--- src/hw/rtl/casp_pkg.sv ---
`timescale 1ns / 1ps
`default_nettype none
// ----------------------------------------------------------------------------
// casp_pkg
// Shared types, codes and hash constants for the clock anchor sideband parser.
// ----------------------------------------------------------------------------
package casp_pkg;

	// Request kinds carried on the input tuser.
	localparam logic [2:0] REQ_BEGIN   = 3'd0;
	localparam logic [2:0] REQ_END     = 3'd1;
	localparam logic [2:0] REQ_SETTING = 3'd2;
	localparam logic [2:0] REQ_SERVICE = 3'd3;
	localparam logic [2:0] REQ_CONSUME = 3'd4;

	// Parse phases.
	localparam logic [2:0] PH_IDLE   = 3'd0;
	localparam logic [2:0] PH_FRAME  = 3'd1;
	localparam logic [2:0] PH_TLO    = 3'd2;
	localparam logic [2:0] PH_THI    = 3'd3;
	localparam logic [2:0] PH_CHECK  = 3'd4;
	localparam logic [2:0] PH_COMMIT = 3'd5;
	localparam logic [2:0] PH_READY  = 3'd6;
	localparam logic [2:0] PH_POISON = 3'd7;

	// Result status codes.
	localparam logic [3:0] ST_INV_ARG      = 4'd0;
	localparam logic [3:0] ST_INV_STATE    = 4'd1;
	localparam logic [3:0] ST_STARTED      = 4'd2;
	localparam logic [3:0] ST_BOUNDARY     = 4'd3;
	localparam logic [3:0] ST_ENDED        = 4'd4;
	localparam logic [3:0] ST_NOT_SIDEBAND = 4'd5;
	localparam logic [3:0] ST_INTERVENING  = 4'd6;
	localparam logic [3:0] ST_UNEXPECTED   = 4'd7;
	localparam logic [3:0] ST_BAD_VERSION  = 4'd8;
	localparam logic [3:0] ST_ACCEPTED     = 4'd9;
	localparam logic [3:0] ST_CHECK_BAD    = 4'd10;
	localparam logic [3:0] ST_COMMIT_BAD   = 4'd11;
	localparam logic [3:0] ST_COMMITTED    = 4'd12;
	localparam logic [3:0] ST_MISSING      = 4'd13;
	localparam logic [3:0] ST_MISMATCH     = 4'd14;
	localparam logic [3:0] ST_MATCHED      = 4'd15;

	// Configuration register indexes.
	localparam logic REG_SCHEMA = 1'b0;
	localparam logic REG_BASE   = 1'b1;

	// Sideband offsets from the base index.
	localparam logic [31:0] OFF_CHECK  = 32'd4;
	localparam logic [31:0] OFF_COMMIT = 32'd5;
	localparam logic [31:0] OFF_LAST   = 32'd5;

	localparam logic [31:0] HASH_BASIS    = 32'd2166136261;
	localparam logic [31:0] HASH_MULT     = 32'd16777619;
	localparam logic [31:0] CHECK_DOMAIN  = 32'h44434c31;
	localparam logic [31:0] COMMIT_DOMAIN = 32'h44434331;
	localparam logic [7:0]  BYTE_MASK     = 8'hff;

	// Bytes hashed at run time: version, frame, time low, time high.
	localparam int HASH_BYTES = 16;
	localparam int BYTE_SEL_W = $clog2(HASH_BYTES);

	function automatic logic [31:0] fnv_word(input logic [31:0] h, input logic [31:0] w);
		logic [31:0] acc;
		acc = h;
		for (int k = 0; k < 4; k++) begin
			acc = (acc ^ {24'b0, w[k*8 +: 8] & BYTE_MASK}) * HASH_MULT;
		end
		return acc;
	endfunction

	// The domain word is constant, so its part of the hash is folded here.
	localparam logic [31:0] HASH_PREFIX = fnv_word(HASH_BASIS, CHECK_DOMAIN);

	typedef struct packed {
		logic                  capture;
		logic                  hash_init;
		logic                  hash_step;
		logic [BYTE_SEL_W-1:0] byte_sel;
		logic                  finish;
	} casp_cmd_t;

	typedef struct packed {
		logic need_hash;
	} casp_sts_t;

endpackage
`default_nettype wire

--- src/hw/rtl/clock_anchor_sideband_parser.sv ---
`timescale 1ns / 1ps
`default_nettype none
// Sequence: an accepted item passes decode and finish before its result is registered;
// checksum and commit settings also run a hash step for each of the 16 run-time FNV
// bytes, which go through one shared multiplier, one byte per cycle.
// Flow: one item at a time; the next item is taken the cycle after the
// result has left the output register.
// Reset: arst_n clears the parser to idle, closed packet, empty anchor.
// ----------------------------------------------------------------------------
// clock_anchor_sideband_parser
// Parses packet marks, settings, service messages and consume-frame requests
// and checks a six-setting clock anchor sideband with FNV-1a and commit word.
// ----------------------------------------------------------------------------
module clock_anchor_sideband_parser
	import casp_pkg::*;
(
	input  wire logic         clk,
	input  wire logic         arst_n,
	// Configuration write port: index 0 version word, 1 base index.
	input  wire logic         cfg_we,
	input  wire logic         cfg_index,
	input  wire logic [31:0]  cfg_wdata,
	// Input item stream.
	input  wire logic         s_axis_tvalid,
	output logic              s_axis_tready,
	// tdata: setting_index [31:0], setting_value [63:32], expected_frame [95:64].
	input  wire logic [95:0]  s_axis_tdata,
	// tuser: req_type [2:0].
	input  wire logic [2:0]   s_axis_tuser,
	// Result item stream.
	output logic              m_axis_tvalid,
	input  wire logic         m_axis_tready,
	// tdata: anchor_frame [30:0], anchor_time [94:31], anchor_check [126:95],
	// zero fill [127].
	output logic [127:0]      m_axis_tdata,
	// tuser: status [3:0].
	output logic [3:0]        m_axis_tuser
);

	casp_cmd_t   cmd;
	casp_sts_t   sts;
	logic [30:0] anchor_frame;
	logic [63:0] anchor_time;
	logic [31:0] anchor_check;

	// The controller sequences each item: capture, decode, an optional
	// sixteen-step hash run, then a finish step that updates the parser state
	// and loads the result register.
	casp_ctrl u_ctrl (
		.clk       (clk),
		.arst_n    (arst_n),
		.in_valid  (s_axis_tvalid),
		.in_ready  (s_axis_tready),
		.out_valid (m_axis_tvalid),
		.out_ready (m_axis_tready),
		.sts       (sts),
		.cmd       (cmd)
	);

	// The datapath holds the configuration, the pending anchor and the hash
	// unit, and decides the status and the next parser state during the finish step.
	casp_dp u_dp (
		.clk         (clk),
		.arst_n      (arst_n),
		.cfg_we      (cfg_we),
		.cfg_index   (cfg_index),
		.cfg_wdata   (cfg_wdata),
		.in_req      (s_axis_tuser),
		.in_index    (s_axis_tdata[31:0]),
		.in_value    (s_axis_tdata[63:32]),
		.in_expected (s_axis_tdata[95:64]),
		.cmd         (cmd),
		.sts         (sts),
		.out_status  (m_axis_tuser),
		.out_frame   (anchor_frame),
		.out_time    (anchor_time),
		.out_check   (anchor_check)
	);

	// The anchor fields are zero for every status other than frame matched.
	assign m_axis_tdata = {1'b0, anchor_check, anchor_time, anchor_frame};

endmodule
`default_nettype wire

--- src/hw/rtl/casp_ctrl.sv ---
`timescale 1ns / 1ps
`default_nettype none
// ----------------------------------------------------------------------------
// casp_ctrl
// Sequencer: captures an item, runs the byte-serial hash when needed and
// hands the result to the output register.
// ----------------------------------------------------------------------------
module casp_ctrl
	import casp_pkg::*;
(
	input  wire logic      clk,
	input  wire logic      arst_n,
	input  wire logic      in_valid,
	output logic           in_ready,
	output logic           out_valid,
	input  wire logic      out_ready,
	input  wire casp_sts_t sts,
	output casp_cmd_t      cmd
);

	localparam logic [1:0] S_IDLE   = 2'd0;
	localparam logic [1:0] S_DECODE = 2'd1;
	localparam logic [1:0] S_HASH   = 2'd2;
	localparam logic [1:0] S_FINISH = 2'd3;

	localparam logic [BYTE_SEL_W-1:0] CNT_LAST = BYTE_SEL_W'(HASH_BYTES - 1);

	logic [1:0]            state_q;
	logic [BYTE_SEL_W-1:0] cnt_q;
	logic                  out_valid_q;
	logic                  accept;

	assign in_ready  = (state_q == S_IDLE) && !out_valid_q;
	assign accept    = in_valid && in_ready;
	assign out_valid = out_valid_q;

	assign cmd.capture   = accept;
	assign cmd.hash_init = (state_q == S_DECODE);
	assign cmd.hash_step = (state_q == S_HASH);
	assign cmd.byte_sel  = cnt_q;
	assign cmd.finish    = (state_q == S_FINISH);

	always_ff @(posedge clk or negedge arst_n) begin
		if (!arst_n) begin
			state_q     <= S_IDLE;
			cnt_q       <= '0;
			out_valid_q <= 1'b0;
		end else begin
			case (state_q)
				S_IDLE: begin
					if (accept) begin
						state_q <= S_DECODE;
					end
				end
				S_DECODE: begin
					cnt_q   <= '0;
					state_q <= sts.need_hash ? S_HASH : S_FINISH;
				end
				S_HASH: begin
					cnt_q <= cnt_q + 1'b1;
					if (cnt_q == CNT_LAST) begin
						state_q <= S_FINISH;
					end
				end
				S_FINISH: begin
					state_q <= S_IDLE;
				end
				default: begin
					state_q <= S_IDLE;
				end
			endcase
			if (state_q == S_FINISH) begin
				out_valid_q <= 1'b1;
			end else if (out_ready) begin
				out_valid_q <= 1'b0;
			end
		end
	end

	a_ready_empty: assert property (@(posedge clk) disable iff (!arst_n)
		in_ready |-> !out_valid)
		else $error("input taken while a result is still held");

	a_hash_ends: assert property (@(posedge clk) disable iff (!arst_n)
		(state_q == S_HASH && cnt_q == CNT_LAST) |=> (state_q == S_FINISH))
		else $error("hash run did not end in finish");

	a_result_source: assert property (@(posedge clk) disable iff (!arst_n)
		$rose(out_valid_q) |-> ($past(state_q) == S_FINISH))
		else $error("result raised without a finish step");

endmodule
`default_nettype wire

--- src/hw/rtl/casp_dp.sv ---
`timescale 1ns / 1ps
`default_nettype none
// ----------------------------------------------------------------------------
// casp_dp
// Datapath: configuration, parser state, FNV-1a hash unit, decision logic
// and result register.
// ----------------------------------------------------------------------------
module casp_dp
	import casp_pkg::*;
(
	input  wire logic        clk,
	input  wire logic        arst_n,
	input  wire logic        cfg_we,
	input  wire logic        cfg_index,
	input  wire logic [31:0] cfg_wdata,
	input  wire logic [2:0]  in_req,
	input  wire logic [31:0] in_index,
	input  wire logic [31:0] in_value,
	input  wire logic [31:0] in_expected,
	input  wire casp_cmd_t   cmd,
	output casp_sts_t        sts,
	output logic [3:0]       out_status,
	output logic [30:0]      out_frame,
	output logic [63:0]      out_time,
	output logic [31:0]      out_check
);

	function automatic logic [31:0] rotl(input logic [31:0] v, input int s);
		return (v << s) | (v >> (32 - s));
	endfunction

	logic [30:0] schema_q;
	logic [31:0] base_q;

	logic [2:0]  phase_q;
	logic        open_q;
	logic [30:0] pend_frame_q;
	logic [63:0] pend_time_q;
	logic [31:0] pend_check_q;

	logic [2:0]  req_q;
	logic [31:0] idx_q;
	logic [31:0] val_q;
	logic [31:0] expf_q;

	logic [31:0] hash_q;
	logic [31:0] hash_word;
	logic [7:0]  hash_byte;
	logic [31:0] hash_mix;

	logic [31:0] off;
	logic [31:0] commit_word;

	logic [3:0]  n_status;
	logic [2:0]  n_phase;
	logic        n_open;
	logic [30:0] n_frame;
	logic [63:0] n_time;
	logic [31:0] n_check;
	logic        n_clear;
	logic        n_anchor;

	always_ff @(posedge clk or negedge arst_n) begin
		if (!arst_n) begin
			schema_q <= 31'd1;
			base_q   <= '0;
		end else if (cfg_we) begin
			case (cfg_index)
				REG_SCHEMA: schema_q <= cfg_wdata[30:0];
				REG_BASE:   base_q   <= cfg_wdata;
				default:    base_q   <= base_q;
			endcase
		end
	end

	always_ff @(posedge clk) begin
		if (cmd.capture) begin
			req_q  <= in_req;
			idx_q  <= in_index;
			val_q  <= in_value;
			expf_q <= in_expected;
		end
	end

	// Hash unit: one byte per cycle over version, frame, time low and time high.
	always_comb begin
		case (cmd.byte_sel[3:2])
			2'd0:    hash_word = {1'b0, schema_q};
			2'd1:    hash_word = {1'b0, pend_frame_q};
			2'd2:    hash_word = pend_time_q[31:0];
			default: hash_word = pend_time_q[63:32];
		endcase
		hash_byte = hash_word[{cmd.byte_sel[1:0], 3'b000} +: 8];
		hash_mix  = hash_q ^ {24'b0, hash_byte};
	end

	always_ff @(posedge clk) begin
		if (cmd.hash_init) begin
			hash_q <= HASH_PREFIX;
		end else if (cmd.hash_step) begin
			hash_q <= hash_mix * HASH_MULT;
		end
	end

	assign off = idx_q - base_q;
	assign commit_word = COMMIT_DOMAIN ^ rotl(pend_check_q, 7) ^
		rotl({1'b0, pend_frame_q}, 13) ^ rotl(pend_time_q[31:0], 19) ^
		rotl(pend_time_q[63:32], 3);

	assign sts.need_hash = (req_q == REQ_SETTING) && open_q &&
		(((off == OFF_CHECK) && (phase_q == PH_CHECK)) ||
		 ((off == OFF_COMMIT) && (phase_q == PH_COMMIT)));

	always_comb begin
		n_status = ST_INV_ARG;
		n_phase  = phase_q;
		n_open   = open_q;
		n_frame  = pend_frame_q;
		n_time   = pend_time_q;
		n_check  = pend_check_q;
		n_clear  = 1'b0;
		n_anchor = 1'b0;
		case (req_q)
			REQ_BEGIN: begin
				n_status = open_q ? ST_BOUNDARY : ST_STARTED;
				n_phase  = PH_IDLE;
				n_clear  = 1'b1;
				n_open   = 1'b1;
			end
			REQ_END: begin
				if (!open_q) begin
					n_status = ST_INV_STATE;
				end else begin
					n_status = (phase_q != PH_IDLE) ? ST_BOUNDARY : ST_ENDED;
					n_phase  = PH_IDLE;
					n_clear  = 1'b1;
					n_open   = 1'b0;
				end
			end
			REQ_SETTING: begin
				if (!open_q) begin
					n_status = ST_INV_STATE;
				end else if (off > OFF_LAST) begin
					if (phase_q == PH_IDLE) begin
						n_status = ST_NOT_SIDEBAND;
					end else begin
						n_status = ST_INTERVENING;
						n_phase  = PH_POISON;
						n_clear  = 1'b1;
					end
				end else if (phase_q == PH_POISON) begin
					n_status = ST_UNEXPECTED;
				end else if (off == '0) begin
					n_phase = PH_POISON;
					n_clear = 1'b1;
					if (phase_q != PH_IDLE) begin
						n_status = ST_UNEXPECTED;
					end else if (val_q != {1'b0, schema_q}) begin
						n_status = ST_BAD_VERSION;
					end else begin
						n_status = ST_ACCEPTED;
						n_phase  = PH_FRAME;
						n_clear  = 1'b0;
					end
				end else if (!(phase_q inside {[PH_FRAME:PH_COMMIT]}) ||
						off[2:0] != phase_q) begin
					n_status = ST_UNEXPECTED;
					n_phase  = PH_POISON;
					n_clear  = 1'b1;
				end else begin
					case (phase_q)
						PH_FRAME: begin
							if (val_q[31]) begin
								n_status = ST_UNEXPECTED;
								n_phase  = PH_POISON;
								n_clear  = 1'b1;
							end else begin
								n_status = ST_ACCEPTED;
								n_frame  = val_q[30:0];
								n_phase  = PH_TLO;
							end
						end
						PH_TLO: begin
							n_status = ST_ACCEPTED;
							n_time   = {32'b0, val_q};
							n_phase  = PH_THI;
						end
						PH_THI: begin
							n_status = ST_ACCEPTED;
							n_time   = {val_q, pend_time_q[31:0]};
							n_phase  = PH_CHECK;
						end
						PH_CHECK: begin
							if (val_q != hash_q) begin
								n_status = ST_CHECK_BAD;
								n_phase  = PH_POISON;
								n_clear  = 1'b1;
							end else begin
								n_status = ST_ACCEPTED;
								n_check  = val_q;
								n_phase  = PH_COMMIT;
							end
						end
						default: begin
							if (val_q != commit_word || pend_check_q != hash_q) begin
								n_status = ST_COMMIT_BAD;
								n_phase  = PH_POISON;
								n_clear  = 1'b1;
							end else begin
								n_status = ST_COMMITTED;
								n_phase  = PH_READY;
							end
						end
					endcase
				end
			end
			REQ_SERVICE: begin
				if (!open_q) begin
					n_status = ST_INV_STATE;
				end else if (phase_q == PH_IDLE) begin
					n_status = ST_NOT_SIDEBAND;
				end else begin
					n_status = ST_INTERVENING;
					n_phase  = PH_POISON;
					n_clear  = 1'b1;
				end
			end
			REQ_CONSUME: begin
				if (expf_q[31]) begin
					n_status = ST_INV_ARG;
				end else if (!open_q) begin
					n_status = ST_INV_STATE;
				end else if (phase_q != PH_READY) begin
					n_status = ST_MISSING;
					n_phase  = PH_POISON;
					n_clear  = 1'b1;
				end else if ({1'b0, pend_frame_q} != expf_q) begin
					n_status = ST_MISMATCH;
					n_phase  = PH_POISON;
					n_clear  = 1'b1;
				end else begin
					n_status = ST_MATCHED;
					n_anchor = 1'b1;
					n_phase  = PH_IDLE;
					n_clear  = 1'b1;
				end
			end
			default: begin
				n_status = ST_INV_ARG;
			end
		endcase
		if (n_clear) begin
			n_frame = '0;
			n_time  = '0;
			n_check = '0;
		end
	end

	always_ff @(posedge clk or negedge arst_n) begin
		if (!arst_n) begin
			phase_q      <= PH_IDLE;
			open_q       <= 1'b0;
			pend_frame_q <= '0;
			pend_time_q  <= '0;
			pend_check_q <= '0;
		end else if (cmd.finish) begin
			phase_q      <= n_phase;
			open_q       <= n_open;
			pend_frame_q <= n_frame;
			pend_time_q  <= n_time;
			pend_check_q <= n_check;
		end
	end

	always_ff @(posedge clk) begin
		if (cmd.finish) begin
			out_status <= n_status;
			out_frame  <= n_anchor ? pend_frame_q : '0;
			out_time   <= n_anchor ? pend_time_q : '0;
			out_check  <= n_anchor ? pend_check_q : '0;
		end
	end

endmodule
`default_nettype wire
--- config.mk ---
export PLATFORM = sky130hd
export DESIGN_NAME = clock_anchor_sideband_parser
export DESIGN_NICKNAME = d
export VERILOG_FILES = /design/src/hw/rtl/casp_pkg.sv /design/src/hw/rtl/clock_anchor_sideband_parser.sv /design/src/hw/rtl/casp_ctrl.sv /design/src/hw/rtl/casp_dp.sv
export SDC_FILE = /design/constraint.sdc
export NUM_CORES = 1
export LEC_CHECK = 0
export ABC_AREA = 1
export BUFFER_PORTS_ARGS = -buffer_cell sky130_fd_sc_hd__buf_2
export CORE_ASPECT_RATIO = 0.7
export CORE_UTILIZATION = 61
export CTS_CLUSTER_DIAMETER = 200
export CTS_CLUSTER_SIZE = 24
export DETAILED_ROUTE_END_ITERATION = 6
export PLACE_DENSITY = 0.83
export SLEW_MARGIN = 5
export SYNTH_ARGS = -nofsm -noshare
export SYNTH_HDL_FRONTEND = slang
export SYNTH_SLANG_ARGS = --single-unit
--- constraint.sdc ---
create_clock -name clk -period 10.1 [get_ports clk]
set_input_delay 2.525 -clock clk [delete_from_list [all_inputs] [get_ports clk]]
set_output_delay 2.525 -clock clk [all_outputs]
set_load 0.005 [all_outputs]
==> metrics.cfg <==
[global_routing]
first_global_vias=24600
gr-total-overflow=0
grt_use_total_pct=42.2
antenna_found_initial=3
grt_max_degree=86
grt_first_pass_wirelength_um=158000

[cts]
cts_sinks=463
post_cts_buffers=0
htreeDepth=1
numCtsBuffers=23
cts_resized=0
clk_latency_ns=0.61
cts_tree=yes
clock_tree.buffer_depth=3
cts.reportedPaths.clkPinSlew_ns=0.12
cts_root_buffer=clkbuf_16
cts_hold_buf=0

[timing]
slew_violations=0
max_freq_mhz=117
maxSlewHeadroom_pct=20.5
setup_viol_count_final=0
clock_skew_ns=0.0324
period_needed_ns=8.56
rsz0062_at_grt=no
fin_tns_setup_ns=0
finalHoldViolations=0
worst_slew_pin_slew_ns=1.19
post-route-period-util_pct=84.8

[synthesis]
synth_cell_type_count=58
ys_seq_area_share_pct=41.0
synthSimpleGateAreaFrac_pct=20.8
synth_area_leader_cell=edfxtp_1
yosysWarningCount=0
synth_top_family_by_area=simple AND/OR/NAND/NOR gates
yosys.cell_count.top_type=nand2_1
syn_avg_cell_area_sq_um=8.28
ys.flop_type=edfxtp_1
netlist_area_sq_um=30700
synth_compound_area_share_pct=7.48
ys_ff_latch=463
postSynth.asyncResetShare_pct=43.4
synth_edf_count=230
post-synth-top-area-fraction_pct=22.5
synth.area.top_cells=edfxtp_1 (22%), dfrtp_1 (16%), nand2_1 (11%)
synth_xor_area_share_pct=6.53
syn_inst=3711
synth_fp_nets=4144
netlist_top_cells_count=nand2_1 (866), inv_1 (699), nor2_1 (311)
synthAdderAreaFrac_pct=13.9
synthMuxAreaShare_pct=0.0367

[die]
die_w_um=270
coreArea_sq_um=49500
rows=68
dieArea_sq_um=51300
io_pins=271
start_util_pct=62.0
die_y_um=190

[route]
drt-initial-drc-count=4166
vias_per_cell=5.81
vias=26800
drt-total-wl_um=108000
drc=0
ant_nets=0
dr.pass1.iters=6
drt-wirelength-per-cell_um=23.6

[worst_setup_path]
cp.required_ns=10.62
cp_max_fo=25
cp-start-kind=flop
endpoint_kind=flop
arrival_ns=9.08
max_stage_delay_ns=0.67
crit_type=flop to flop
slowest_stage=inv_1

[flow_run]
maxCapViolCount=0

[placement]
hpwlAfterDp_um=84900
placed_cell_area_sq_um=32600
placedCellCount=4561
globalplace.congestion=1.12
io_buffers=269

[status]
outcome=complete, no violations

[cells_and_area]
area_growth_pct=8.48
antenna_cells=0
nNetsFinal=4354
design_area_sq_um=33300
stdcell_count=4603
drive_gt1_share_pct=10.3

[hold_path]
hold_class=flop to flop

[critical path, delay by kind of cell, from the launching register on]
family          cells  cell delay, ns
compound gates     11            2.54
fa+ha+maj           8            3.05
simple gates        3            0.84
flops               1            0.44
xor+xnor            2            0.73
buf+inv             5            0.87
[metal layers]
metal  part of all wire (%)  track usage, %  up-vias
met2                     39            57.8     1791
met1                     41            61.3    12500
met5                   0.17            2.54        -
met3                     16            16.1      263
li1                       -               -    12200
met4                    3.7            12.5        6
[worst paths after layout]
path	start	end	slack, ns	cells past startpoint
worst max-delay path	u_ctrl.cnt_q[2]	u_dp.hash_q[31]	1.54	29
worst min-delay path	u_dp.pend_time_q[36]	u_dp.pend_time_q[36]	0.49	2
worst max register to register	u_ctrl.cnt_q[2]	u_dp.hash_q[31]	1.54	29
worst min register to register	u_dp.pend_time_q[36]	u_dp.pend_time_q[36]	0.49	2
max in group asynchronous	arst_n	u_dp.pend_frame_q[7]	6.70	2
min in group asynchronous	arst_n	u_dp.pend_time_q[57]	1.95	1
[stage by stage]
stage	setup slack, ns	hold slack [ns]	util, %
finish	1.54	0.492	67.3
global route	1.20	0.501	67.3
CTS	1.86	0.490	67.3
detailed placement	1.87	0.466	65.9
global placement	2.17	0.463	65.9
floorplan	2.46	0.450	-
[flip-flops by register name, indices dropped and copies added (netlist names), 2 cells and up]
name,flops
u_ctrl.cnt_q,4
u_ctrl.state_q,2
u_dp.base_q,32
u_dp.expf_q,32
u_dp.hash_q,32
u_dp.idx_q,32
u_dp.out_check,32
u_dp.out_frame,31
u_dp.out_status,4
u_dp.out_time,64
u_dp.pend_check_q,32
u_dp.pend_frame_q,31
u_dp.pend_time_q,64
u_dp.phase_q,3
u_dp.req_q,3
u_dp.schema_q,31
u_dp.val_q,32
[area by class of cell]
cell class	instances	area, sq um
clock buffers	40	639
clock inverters	2	28.8
fillers	4060	16200
inverters	708	2660
multi-input cells	2429	15000
flip-flops and latches	463	12600
well taps	665	832
repair buffers	296	1560
[cell families after synthesis]
group,count (synthesis)
multiplexers,1
adder cells (fa/ha/maj),296
AND/OR/NAND/NOR,1495
flip-flops,463
other,1
buffers and inverters,819
AO/OA/AOI/OAI,407
XOR/XNOR,229
[cells in the final DEF, fill, tap and decap left out, types with 3 or more instances in the layout]
cell type and n:
buf_2 268, nor2_1 311, inv_2 7, nor4_1 17, dfrtp_1 200, nand3b_1 7
o21ai_1 64, clkbuf_1 17, xnor2_1 112, o2111ai_1 4, buf_4 27, o22ai_1 32
nand2_2 4, a211oi_1 8, nand4_1 69, o21ai_0 147, o31ai_1 5, ha_1 220
fa_1 75, nor3_1 23, edfxtp_1 230, xor2_1 117, o211ai_1 21, nor2_4 27
dfxtp_1 32, nor2_2 7, nand2_1 864, inv_1 699, a21oi_1 93, o221ai_1 15
nand3_2 3, or2_2 23, a21o_1 5, clkbuf_16 23, nand3_1 130
Power is not shown: default switching activity piles up to over one toggle a cycle in this logic, so the estimate is an artifact.
